===== src/design/id3tu_pkg.sv =====
`default_nettype none
package id3tu_pkg;

  localparam logic [1:0] MODE_LATIN1  = 2'd0;
  localparam logic [1:0] MODE_U16_BOM = 2'd1;
  localparam logic [1:0] MODE_U16_BE  = 2'd2;
  localparam logic [1:0] MODE_UTF8    = 2'd3;

  localparam logic [7:0] ENC_U16_BOM  = 8'd1;
  localparam logic [7:0] ENC_U16_BE   = 8'd2;
  localparam logic [7:0] ENC_UTF8     = 8'd3;

  localparam logic [7:0] BOM_HI       = 8'hFF;
  localparam logic [7:0] BOM_LO       = 8'hFE;
  localparam logic [7:0] CAP_RESET    = 8'd128;

  localparam int unsigned QDEPTH = 2;
  localparam int unsigned QAW    = $clog2(QDEPTH);

  // one accepted item's worth of output: up to three text bytes and a NUL
  typedef struct packed {
    logic [2:0][7:0] text;
    logic [1:0]      nbytes;
    logic            term;
  } job_t;

endpackage
`default_nettype wire


===== src/design/id3tu_front.sv =====
`default_nettype none
module id3tu_front (
  input  wire                logic clk,
  input  wire                logic rst_n,
  input  wire                logic cfg_wr_en,
  input  wire                logic [7:0] cfg_wr_data,
  input  wire                logic in_valid,
  output logic               in_ready,
  input  wire                logic [7:0] in_encoding,
  input  wire                logic [7:0] in_data_byte,
  input  wire                logic in_has_byte,
  input  wire                logic in_first_byte,
  input  wire                logic in_last_byte,
  input  wire                logic q_full,
  output logic               push,
  output id3tu_pkg::job_t    push_job
);
  import id3tu_pkg::*;

  logic [7:0]  cap_r;
  logic [1:0]  mode_r, mode_e, mode_nxt;
  logic        be_r, be_e, be_nxt;
  logic        half_r, half_e, half_nxt;
  logic [7:0]  held_r, held_e, held_nxt;
  logic        fp_r, fp_e, fp_nxt;
  logic        stop_r, stop_e, stop_nxt;
  logic [7:0]  bw_r, bw_e, bw_nxt;
  logic [7:0]  limit;
  logic [15:0] cp;
  logic        emit_cp;
  logic [1:0]  len;
  logic [8:0]  bw_sum;
  logic        accept;
  job_t        job;

  assign in_ready = !q_full;
  assign accept   = in_valid && in_ready;
  assign limit    = (cap_r == 8'd0) ? 8'd0 : cap_r - 8'd1;

  always_comb begin
    mode_e = mode_r;
    be_e   = be_r;
    half_e = half_r;
    held_e = held_r;
    fp_e   = fp_r;
    stop_e = stop_r;
    bw_e   = bw_r;
    if (in_first_byte) begin
      mode_e = (in_encoding == ENC_U16_BOM || in_encoding == ENC_U16_BE ||
                in_encoding == ENC_UTF8) ? in_encoding[1:0] : MODE_LATIN1;
      be_e   = (in_encoding == ENC_U16_BE);
      half_e = 1'b0;
      held_e = 8'd0;
      fp_e   = 1'b1;
      stop_e = 1'b0;
      bw_e   = 8'd0;
    end
    mode_nxt = mode_e;
    be_nxt   = be_e;
    half_nxt = half_e;
    held_nxt = held_e;
    fp_nxt   = fp_e;
    stop_nxt = stop_e;
    bw_nxt   = bw_e;
    job      = '0;
    cp       = 16'd0;
    emit_cp  = 1'b0;
    len      = 2'd1;
    bw_sum   = 9'd0;

    if (in_has_byte && !stop_e) begin
      unique case (mode_e)
        MODE_U16_BOM, MODE_U16_BE: begin
          if (!half_e) begin
            held_nxt = in_data_byte;
            half_nxt = 1'b1;
          end else begin
            half_nxt = 1'b0;
            fp_nxt   = 1'b0;
            cp = be_e ? {held_e, in_data_byte} : {in_data_byte, held_e};
            if (mode_e == MODE_U16_BOM && fp_e &&
                held_e == BOM_HI && in_data_byte == BOM_LO) begin
              be_nxt = 1'b0;
            end else if (mode_e == MODE_U16_BOM && fp_e &&
                         held_e == BOM_LO && in_data_byte == BOM_HI) begin
              be_nxt = 1'b1;
            end else if (cp == 16'd0) begin
              stop_nxt = 1'b1;
            end else begin
              emit_cp = 1'b1;
            end
          end
        end
        MODE_UTF8: begin
          if (in_data_byte == 8'd0 || bw_e >= limit) begin
            stop_nxt = 1'b1;
          end else begin
            job.text[0] = in_data_byte;
            job.nbytes  = 2'd1;
            bw_nxt      = bw_e + 8'd1;
          end
        end
        default: begin
          if (in_data_byte == 8'd0) begin
            stop_nxt = 1'b1;
          end else begin
            cp      = {8'd0, in_data_byte};
            emit_cp = 1'b1;
          end
        end
      endcase
    end

    if (emit_cp) begin
      if (cp < 16'h0080)      len = 2'd1;
      else if (cp < 16'h0800) len = 2'd2;
      else                    len = 2'd3;
      bw_sum = {1'b0, bw_e} + {7'd0, len};
      if (bw_sum <= {1'b0, limit}) begin
        bw_nxt     = bw_sum[7:0];
        job.nbytes = len;
        unique case (len)
          2'd1: job.text[0] = cp[7:0];
          2'd2: begin
            job.text[0] = {3'b110, cp[10:6]};
            job.text[1] = {2'b10, cp[5:0]};
          end
          default: begin
            job.text[0] = {4'b1110, cp[15:12]};
            job.text[1] = {2'b10, cp[11:6]};
            job.text[2] = {2'b10, cp[5:0]};
          end
        endcase
      end
    end

    if (in_last_byte) begin
      half_nxt = 1'b0;
      stop_nxt = 1'b1;
      job.term = 1'b1;
    end
  end

  assign push     = accept && (job.nbytes != 2'd0 || job.term);
  assign push_job = job;

  always_ff @(posedge clk) begin
    if (!rst_n) begin
      cap_r  <= CAP_RESET;
      mode_r <= MODE_LATIN1;
      be_r   <= 1'b0;
      half_r <= 1'b0;
      held_r <= 8'd0;
      fp_r   <= 1'b1;
      stop_r <= 1'b0;
      bw_r   <= 8'd0;
    end else begin
      if (cfg_wr_en) begin
        cap_r <= cfg_wr_data;
      end
      if (accept) begin
        mode_r <= mode_nxt;
        be_r   <= be_nxt;
        half_r <= half_nxt;
        held_r <= held_nxt;
        fp_r   <= fp_nxt;
        stop_r <= stop_nxt;
        bw_r   <= bw_nxt;
      end
    end
  end

endmodule
`default_nettype wire


===== src/design/id3tu_queue.sv =====
`default_nettype none
module id3tu_queue (
  input  wire             logic clk,
  input  wire             logic rst_n,
  input  wire             logic push,
  input  id3tu_pkg::job_t push_job,
  output logic            full,
  input  wire             logic pop,
  output logic            empty,
  output id3tu_pkg::job_t head
);
  import id3tu_pkg::*;

  job_t           slot_r [QDEPTH];
  logic [QAW-1:0] wr_ptr_r, rd_ptr_r;
  logic [QAW:0]   cnt_r;
  logic           do_push, do_pop;

  assign full    = (cnt_r == (QAW+1)'(QDEPTH));
  assign empty   = (cnt_r == '0);
  assign head    = slot_r[rd_ptr_r];
  assign do_push = push && !full;
  assign do_pop  = pop && !empty;

  always_ff @(posedge clk) begin
    if (do_push) begin
      slot_r[wr_ptr_r] <= push_job;
    end
  end

  always_ff @(posedge clk) begin
    if (!rst_n) begin
      wr_ptr_r <= '0;
      rd_ptr_r <= '0;
      cnt_r    <= '0;
    end else begin
      if (do_push) wr_ptr_r <= wr_ptr_r + QAW'(1);
      if (do_pop)  rd_ptr_r <= rd_ptr_r + QAW'(1);
      if (do_push && !do_pop)      cnt_r <= cnt_r + (QAW+1)'(1);
      else if (do_pop && !do_push) cnt_r <= cnt_r - (QAW+1)'(1);
    end
  end

endmodule
`default_nettype wire


===== src/design/id3tu_back.sv =====
`default_nettype none
module id3tu_back (
  input  wire             logic clk,
  input  wire             logic rst_n,
  input  wire             logic q_empty,
  input  id3tu_pkg::job_t q_head,
  output logic            q_pop,
  output logic            out_valid,
  input  wire             logic out_ready,
  output logic [7:0]      out_byte,
  output logic            out_is_terminator,
  output logic            out_run_last
);
  import id3tu_pkg::*;

  job_t       cur_r;
  logic       cur_vld_r;
  logic [1:0] idx_r;
  logic       ovld_r;
  logic [7:0] obyte_r;
  logic       oterm_r, olast_r;
  logic       advance, move, cur_last, take;
  logic [2:0] total;
  logic [7:0] sel_byte;
  logic       sel_term;

  assign advance  = !ovld_r || out_ready;
  assign move     = advance && cur_vld_r;
  assign total    = {1'b0, cur_r.nbytes} + {2'b00, cur_r.term};
  assign cur_last = ({1'b0, idx_r} == total - 3'd1);
  assign take     = !cur_vld_r || (move && cur_last);
  assign q_pop    = take && !q_empty;
  assign sel_term = (idx_r >= cur_r.nbytes);
  assign sel_byte = sel_term ? 8'd0 : cur_r.text[idx_r];

  always_ff @(posedge clk) begin
    if (q_pop) begin
      cur_r <= q_head;
    end
    if (move) begin
      obyte_r <= sel_byte;
      oterm_r <= sel_term;
      olast_r <= cur_last;
    end
  end

  always_ff @(posedge clk) begin
    if (!rst_n) begin
      cur_vld_r <= 1'b0;
      idx_r     <= 2'd0;
      ovld_r    <= 1'b0;
    end else begin
      if (advance) ovld_r <= cur_vld_r;
      if (q_pop) begin
        cur_vld_r <= 1'b1;
        idx_r     <= 2'd0;
      end else if (take) begin
        cur_vld_r <= 1'b0;
      end else if (move) begin
        idx_r <= idx_r + 2'd1;
      end
    end
  end

  assign out_valid         = ovld_r;
  assign out_byte          = obyte_r;
  assign out_is_terminator = oterm_r;
  assign out_run_last      = olast_r;

endmodule
`default_nettype wire


===== src/design/id3_text_to_utf8_unit.sv =====
// Transcoder for the body of an ID3 text field into a capped UTF-8 string.
// Input channel (in_*): one raw body byte a beat, with the encoding code,
// first/last markers and a has-byte flag for an empty body. A beat may be
// taken every cycle while the two-entry job queue has room.
// Output channel (out_*): one UTF-8 byte a beat; the closing NUL carries
// out_is_terminator and the final byte caused by an input beat carries
// out_run_last. An input beat causes 0 to 4 output beats.
// The bytes of a beat pass through the job queue, the current-job register
// and the output register. Throughput is one output byte a cycle while
// out_ready is high, set by the single-byte output register.
// cfg_wr_en/cfg_wr_data write text_capacity (bytes, NUL included) at once;
// write only while the block is idle.
// Reset (rst_n low, synchronous) empties the queue, sets Latin-1 mode and a
// capacity of 128. When out_ready is low the output byte holds, the queue
// fills, and in_ready drops until room returns.
`default_nettype none
module id3_text_to_utf8_unit (
  input  wire  logic clk,
  input  wire  logic rst_n,
  input  wire  logic cfg_wr_en,
  input  wire  logic [7:0] cfg_wr_data,
  input  wire  logic in_valid,
  output logic in_ready,
  input  wire  logic [7:0] in_encoding,
  input  wire  logic [7:0] in_data_byte,
  input  wire  logic in_has_byte,
  input  wire  logic in_first_byte,
  input  wire  logic in_last_byte,
  output logic out_valid,
  input  wire  logic out_ready,
  output logic [7:0] out_byte,
  output logic out_is_terminator,
  output logic out_run_last
);
  import id3tu_pkg::*;

  logic push, pop, q_full, q_empty;
  job_t push_job, q_head;

  id3tu_front u_front (
    .clk           (clk),
    .rst_n         (rst_n),
    .cfg_wr_en     (cfg_wr_en),
    .cfg_wr_data   (cfg_wr_data),
    .in_valid      (in_valid),
    .in_ready      (in_ready),
    .in_encoding   (in_encoding),
    .in_data_byte  (in_data_byte),
    .in_has_byte   (in_has_byte),
    .in_first_byte (in_first_byte),
    .in_last_byte  (in_last_byte),
    .q_full        (q_full),
    .push          (push),
    .push_job      (push_job)
  );

  id3tu_queue u_queue (
    .clk      (clk),
    .rst_n    (rst_n),
    .push     (push),
    .push_job (push_job),
    .full     (q_full),
    .pop      (pop),
    .empty    (q_empty),
    .head     (q_head)
  );

  id3tu_back u_back (
    .clk               (clk),
    .rst_n             (rst_n),
    .q_empty           (q_empty),
    .q_head            (q_head),
    .q_pop             (pop),
    .out_valid         (out_valid),
    .out_ready         (out_ready),
    .out_byte          (out_byte),
    .out_is_terminator (out_is_terminator),
    .out_run_last      (out_run_last)
  );

endmodule
`default_nettype wire


===== config.mk =====
export PLATFORM = sky130hd
export DESIGN_NAME = id3_text_to_utf8_unit
export DESIGN_NICKNAME = d
export VERILOG_FILES = /design/src/design/id3tu_pkg.sv /design/src/design/id3tu_front.sv /design/src/design/id3tu_queue.sv /design/src/design/id3tu_back.sv /design/src/design/id3_text_to_utf8_unit.sv
export SDC_FILE = /design/constraint.sdc
export NUM_CORES = 1
export LEC_CHECK = 0
export ABC_CLOCK_PERIOD_IN_PS = 8500
export BUFFER_PORTS_ARGS = -buffer_cell sky130_fd_sc_hd__buf_2
export CORE_MARGIN = 3
export CORE_UTILIZATION = 50
export CTS_CLUSTER_DIAMETER = 40
export DETAILED_ROUTE_END_ITERATION = 7
export GPL_ROUTABILITY_DRIVEN = 0
export PLACE_DENSITY = 0.66
export REMOVE_ABC_BUFFERS = 1
export SLEW_MARGIN = 5
export SYNTH_ARGS = -nofsm -noshare
export SYNTH_HDL_FRONTEND = slang
export SYNTH_SLANG_ARGS = --single-unit
export TNS_END_PERCENT = 1

===== constraint.sdc =====
create_clock -name clk -period 8.5 [get_ports clk]
set_input_delay 0.425 -clock clk [delete_from_list [all_inputs] [get_ports clk]]
set_output_delay 0.425 -clock clk [all_outputs]
set_load 0.02 [all_outputs]

# [Yosys cells after proc, flatten, opt, wreduce, memory -nomap -nowiden]
# Memories as Yosys holds them, arrays and structs flattened. A register that Yosys moved wholly into a read port is not among the register bits.
# Index checks and enable logic that the tools add are counted.
# Widths: inputs -> output; s select.
[word_totals] ff_bits=48 ram_bits=54 input_bits=32 output_inout_bits=12 memories=1
[mem_list] name="u_queue.slot_r" words=2 width=27 read_ports=1 rd_clocked_by_memory_dff=1 write_ports=1 line_no="id3tu_queue.sv:14" text="job_t slot_r [QDEPTH];"
[op_classes] addsub=10 n_lt_le_gt_ge=6 eq_ne=14 mux=70 n_bitwise=2 n_reduce_logical=39
[op_table] op="$mux 8" count=14
[op_table] op="$mux 26" count=2
[op_table] op="$mux 16" count=3
[op_table] op="$mux 1" count=36
[op_table] op="$eq 8x8->1 const B" count=4
[op_table] op="$pmux 16 s2" count=1
[op_table] op="$pmux 8 s2" count=2
[op_table] op="$mux 10" count=3
[op_table] op="$bmux 8 s2" count=1
[op_table] op="$eq 8x2->1 const B" count=2
[op_table] op="$logic_not 16->1" count=1
[op_table] op="$logic_not 8->1" count=2
[op_table] op="$lt 16x12->1 const B" count=1
[op_table] op="$lt 16x8->1 const B" count=1
[op_table] op="$logic_and 1x1->1" count=15
[op_table] op="$mux 2" count=6
[op_table] op="$add 8x2->9" count=1
[op_table] op="$le 9x8->1" count=1
[op_table] op="$add 8x1->8 const B" count=1
[op_table] op="$eq 2x2->1 const B" count=4
[op_table] op="$eq 8x1->1 const B" count=1
[op_table] op="$ge 8x8->1" count=1
[op_table] op="$sub 8x1->8 const B" count=1
[op_table] op="$logic_not 1->1" count=7
[op_table] op="16 further kinds" count=30

# [Logic depth before layout (Yosys ltp)]
[logic_depth] ltp_word=28 ltp_mapped=30

# [By module]
# Synthesis repeated with hierarchy kept, for this count alone.
[unflattened] hier_cells=653 area_unflattened_um2=6869.1
[by_module_without_submodules] mod="id3tu_front" n_inst=1 cells_each=436 area_per_inst_um2=3083.0 seq_area_each_um2=600.6
[by_module_without_submodules] mod="id3tu_queue" n_inst=1 cells_each=109 area_per_inst_um2=2179.6 seq_area_each_um2=1721.7
[by_module_without_submodules] mod="id3tu_back" n_inst=1 cells_each=108 area_per_inst_um2=1606.5 seq_area_each_um2=1191.1

# [Worst setup path after synthesis]
# OpenSTA, ideal clock, no wires.
[synth_timing] kind="in2reg" start="input port in_first_byte" end="memory u_queue.slot_r[0][0] in the netlist's numbering, enable pin" setup_ps=379 t_arrival_ps=6082 setup_slack_ps=2040 cell_stages=27 path_buffers=4 cell_sequence="buf_4 -> inv_1 -> clkbuf_1 -> nor2_1 -> a21oi_1 -> inv_1 -> ha_1 -> or3b_1 -> nor4b_4 -> a22o_4 -> buf_6 -> o2bb2ai_4 -> buf_6 -> nand2_1 -> ha_1 -> fa_1 -> nand3_1 -> or3_1 -> xnor2_1 -> ha_1 -> a21o_1 -> a22oi_1 -> a32oi_1 -> a211oi_1 -> a211oi_1 -> or3_1 -> inv_1"
[synth_between] elab_chain_len=19 word_cells_on_any_way=51
[synth_rtl] element="start, declared" line_no="id3_text_to_utf8_unit.sv:27" text="input wire logic in_first_byte,"
[synth_rtl] element="$mux 2 (*)" line_no="id3tu_front.sv:48" text="if (in_first_byte) begin"
[synth_rtl] element="net u_front.mode_e[0]" line_no="id3tu_front.sv:21" text="logic [1:0] mode_r, mode_e, mode_nxt;"
[synth_rtl] element="$eq 2x2->1 / $eq 2x1->1 (equally long branches)" line_no="id3tu_front.sv:72, id3tu_front.sv:81, id3tu_front.sv:84"
[synth_rtl] element="$reduce_or 2->1"
[synth_rtl] element="$pmux 16 s2" line_no="id3tu_front.sv:72" text="unique case (mode_e)"
[synth_rtl] element="$mux 16" line_no="id3tu_front.sv:71" text="if (in_has_byte && !stop_e) begin"
[synth_rtl] element="$lt 16x12->1" line_no="id3tu_front.sv:116" text="else if (cp < 16'h0800) len = 2'd2;"
[synth_rtl] element="$mux 1" line_no="id3tu_front.sv:116"
[synth_rtl] element="[... 4 more ...]"
[synth_rtl] element="$mux 26" line_no="id3tu_front.sv:119" text="if (bw_sum <= {1'b0, limit}) begin"
[synth_rtl] element="$mux 26 (*)" line_no="id3tu_front.sv:114" text="if (emit_cp) begin"
[synth_rtl] element="$reduce_bool 2->1 (*)" line_no="id3tu_front.sv:144" text="assign push = accept && (job.nbytes != 2'd0 || job.term);"
[synth_rtl] element="$logic_or 1x1->1 (*)" line_no="id3tu_front.sv:144"
[synth_rtl] element="$logic_and 1x1->1 (*)" line_no="id3tu_front.sv:144"
[synth_rtl] element="$logic_and 1x1->1 (*)" line_no="id3tu_queue.sv:22" text="assign do_push = push && !full;"
[synth_rtl] element="$mux 1 (*)" line_no="id3tu_queue.sv:26" text="if (do_push) begin"
[synth_rtl] element="$mux 1 (not written as such) (*)" line_no="id3tu_queue.sv:27" text="slot_r[wr_ptr_r] <= push_job;"
[synth_rtl] element="end, declared" line_no="id3tu_queue.sv:14"
# The timed path passes the listed nets; every way through them passes the cells marked *. The select of a mux whose other input is x is not followed.

# [Final worst setup path]
[layout_timing] start="input port in_first_byte" end="memory u_queue.slot_r[1][21] in the netlist's numbering, enable pin"
[layout_between] elab_chain_len=19 word_cells_on_any_way=51
[layout_rtl] element="$mux 2 (*)" line_no="id3tu_front.sv:48"
[layout_rtl] element="net u_front.mode_e[0]" line_no="id3tu_front.sv:21"
[layout_rtl] element="$eq 2x2->1 / $eq 2x1->1 (equally long branches)" line_no="id3tu_front.sv:72, id3tu_front.sv:81, id3tu_front.sv:84"
[layout_rtl] element="$reduce_or 2->1"
[layout_rtl] element="$pmux 16 s2" line_no="id3tu_front.sv:72"
[layout_rtl] element="$mux 16" line_no="id3tu_front.sv:71"
[layout_rtl] element="$lt 16x12->1" line_no="id3tu_front.sv:116"
[layout_rtl] element="$mux 1" line_no="id3tu_front.sv:116"
[layout_rtl] element="[... 5 more ...]"
[layout_rtl] element="$mux 26 (*)" line_no="id3tu_front.sv:114"
[layout_rtl] element="$reduce_bool 2->1 (*)" line_no="id3tu_front.sv:144"
[layout_rtl] element="$logic_or 1x1->1 (*)" line_no="id3tu_front.sv:144"
[layout_rtl] element="$logic_and 1x1->1 (*)" line_no="id3tu_front.sv:144"
[layout_rtl] element="$logic_and 1x1->1 (*)" line_no="id3tu_queue.sv:22"
[layout_rtl] element="net u_queue.do_push" line_no="id3tu_queue.sv:17" text="logic do_push, do_pop;"
[layout_rtl] element="$mux 1 (*)" line_no="id3tu_queue.sv:26"
[layout_rtl] element="$mux 1 (not written as such) (*)" line_no="id3tu_queue.sv:27"
# Marked as above.

==> metrics <==
status finished, final reports clean; post-CTS setup buffer count 0; max-cap check violation count 0; Power Density between 200 and 300 nW/um^2; biggest area consumer among synthesized cells edfxtp_1; DP HPWL around 10000 um; dpl cell area a little under 7000 sq um; first-pass GRT wire length around 23000 um; Reg-to-Reg End u_queue.slot_r[1][21]; sequential element share of the synthesized area approximately half; reg2reg path depth 21; total gr overflow 0; Initial Util ~52%; largest net degree at the start of global routing 29; hold depth 3; initial DRC count roughly 380; Pre-Repair DR Iteration Count 5; worst hold start cfg_wr_data[7]; crit path max fanout 24; Total Nets Final between 700 and 800; Root Buffer clkbuf_16; final hold vios 0; fin crit share ~80%; core footprint 12360 sq um; Max-slew headroom a little over a quarter; Post-synth EDFFs 82; CTS buffer count 17; R2R Setup Slk around 2.1 ns; Die Ht between 100 and 150 um; Slew Limit Fails 0; n_diodes 0; ys flop type edfxtp_1; htree depth 4; Via-to-Cell Ratio a little under 6; Clock Latency Late Sink roughly 0.42 ns; critical path data arrival time approximately 6.8 ns; WL/cell around 17 um; io pins 44; post-synthesis register bit count 120; Post-CTS Resized 0; mean area per synthesized cell ~11 sq um; Die Wd 119.9 um; RSZ-0062 raised after global routing no; residual DRC count 0; vias in the first global route 4696; Vias approximately 4800; Yosys top cell area share a little under two fifths; PnR Total Power roughly 0.0020 W; Worst-Margin Slew roughly 1.1 ns; Worst R2R Start u_front.mode_r[0]; Cell Rows 40; CTS Buffer Depth 2; hold worst-path end u_front.cap_r[7]; Post-CTS Hold Fix Bufs 0; Total GRT Usage between 20% and 30%; most frequent cell after synthesis edfxtp_1; final-report setup violation count 0; Worst Hold Class primary input to flop; top cells by count, synth edfxtp_1 (82), nor2_1 (74), nand2_1 (45); cell area after synthesis approximately 6500 sq um; Synth async-reset ratio 0%; Clock Pin Slew Worst Setup and Hold Paths approximately 0.06 ns; final worst slack roughly 1.7 ns; area grow syn2layout 13.40%; Syn. warnings 0; PortBufs between 40 and 50; critical path type primary input to flop; setup TNS 0 ns; Placed Instances just under 800; clock skew approximately 0.0054 ns; Achievable Freq 0.1479 GHz; Worst Setup End Kind flop; Leak roughly 2.9 nW; Cells after Synth 610; final WL 14110 um; layout cell share with drive strength beyond 1 approximately 17%; die area about 14000 sq um; VDD IR max approximately 150 uV; pre-CTS WS between 1 and 1.5 ns; fin cells around 830; CP required 8.53 ns; critical path launch point type primary input; Antenna Nets Post-Route 0; CTS tree done; number of distinct library cells after synthesis 67; Num Clock Sinks between 100 and 150; final instance area around 7400 sq um; antenna violations before repair 0; Area contributors post-synth edfxtp_1 (38%), dfxtp_1 (12%), ha_1 (5.4%); fin crit period slightly below 7 ns
==> cell usage in the layout (no fill, tap or decap), types with 11 or more instances in the layout <==
cell type,n
buf_2,43
nand3_1,13
nor2_1,74
ha_1,28
dfxtp_1,38
nor2b_1,11
inv_1,24
o21ai_0,15
edfxtp_1,82
mux2_2,29
nand2_1,45
a22oi_1,18
xor2_1,11
mux2i_1,23
a21oi_1,30
clkbuf_16,17
==> sequential cells by signal, summed over array words and instances (netlist names), 2 cells and up <==
| register | cells |
|---|---|
| u_front.bw_r | 8 |
| u_queue.slot_r | 48 |
| u_queue.cnt_r | 2 |
| u_front.held_r | 8 |
| u_front.cap_r | 8 |
| u_back.idx_r | 2 |
| u_back.cur_r | 24 |
| u_back.out_byte | 8 |
| u_front.mode_r | 2 |
==> cells by family (layout without fill, tap and decap cells) <==
kind of cell	Yosys count	after routing	synth area share [%]
AOI/OAI and AO/OA	127	127	13.85
xor gates and xnor gates	20	20	2.700
adders and majority gates	29	29	5.709
buffers and inverters	52	102	3.394
DFF	120	120	49.68
muxes	52	52	8.582
and+or+nand+nor	210	210	16.09
==> metrics by stage <==
step	hold slack (ns)	utilization, %
2_1_floorplan	0.4484	-
3_3_place_gp	0.4618	55.02
3_5_place_dp	0.4774	55.02
4_1_cts	0.2279	59.51
5_1_grt	0.2438	59.51
6_report	0.2404	59.51
==> layer usage <==
metal / vias up / part of all wire, % / global-route usage, %
met3: 29 / 6.1 / 5.844
met1: 2294 / 46 / 28.07
met2: 169 / 45 / 31.26
li1: 2346 / - / -
met5: - / 0 / 0
met4: 0 / 2.2 / 7.445
==> worst max-delay path by stage <==
stage / to / startpoint / depth (start not counted) / slack, ns
4_1_cts: u_queue.slot_r[1][7] / in_first_byte / 23 / 1.77
3_5_place_dp: u_queue.slot_r[1][16] / in_first_byte / 23 / 1.36
2_1_floorplan: u_queue.slot_r[0][0] / in_first_byte / 23 / 2.44
6_report: u_queue.slot_r[1][21] / in_first_byte / 23 / 1.74
3_3_place_gp: u_queue.slot_r[0][16] / in_first_byte / 23 / 1.51
5_1_grt: u_queue.slot_r[1][5] / in_first_byte / 22 / 1.28
==> power by group <==
group | switching [W] | internal (W)
clock network | 0.000268 | 0.000403
logic | 0.000269 | 0.000188
registers | 0.0000698 | 0.000795
==> worst max-delay path, stage by stage <==
cell,delay [ns]
buf_2,0.32
inv_1,0.28
a21oi_1,0.25
inv_1,0.08
ha_1,0.32
or3b_1,0.42
nor4b_4,0.40
a22o_4,0.24
o2bb2ai_4,0.22
nand2_1,0.10
ha_1,0.24
fa_1,0.44
nand3_1,0.16
or3_1,0.14
xnor2_1,0.14
ha_1,0.30
a21o_1,0.17
a22oi_1,0.17
a32oi_1,0.20
a211oi_1,0.52
a211oi_1,0.18
nor2_1,0.18
and2_1,0.88
==> area by class of cell <==
class                           count  area, sq um
Clock buffer                       18        429.2
Multi-Input combinational cell    438         3044
Clock inverter                     14        126.4
Sequential cell                   120         3223
Timing Repair Buffer               45        230.2
Inverter                           25        93.84
Tap cell                          168        210.2
Fill cell                        1073         5005
Power figures use the tool's default switching activity.
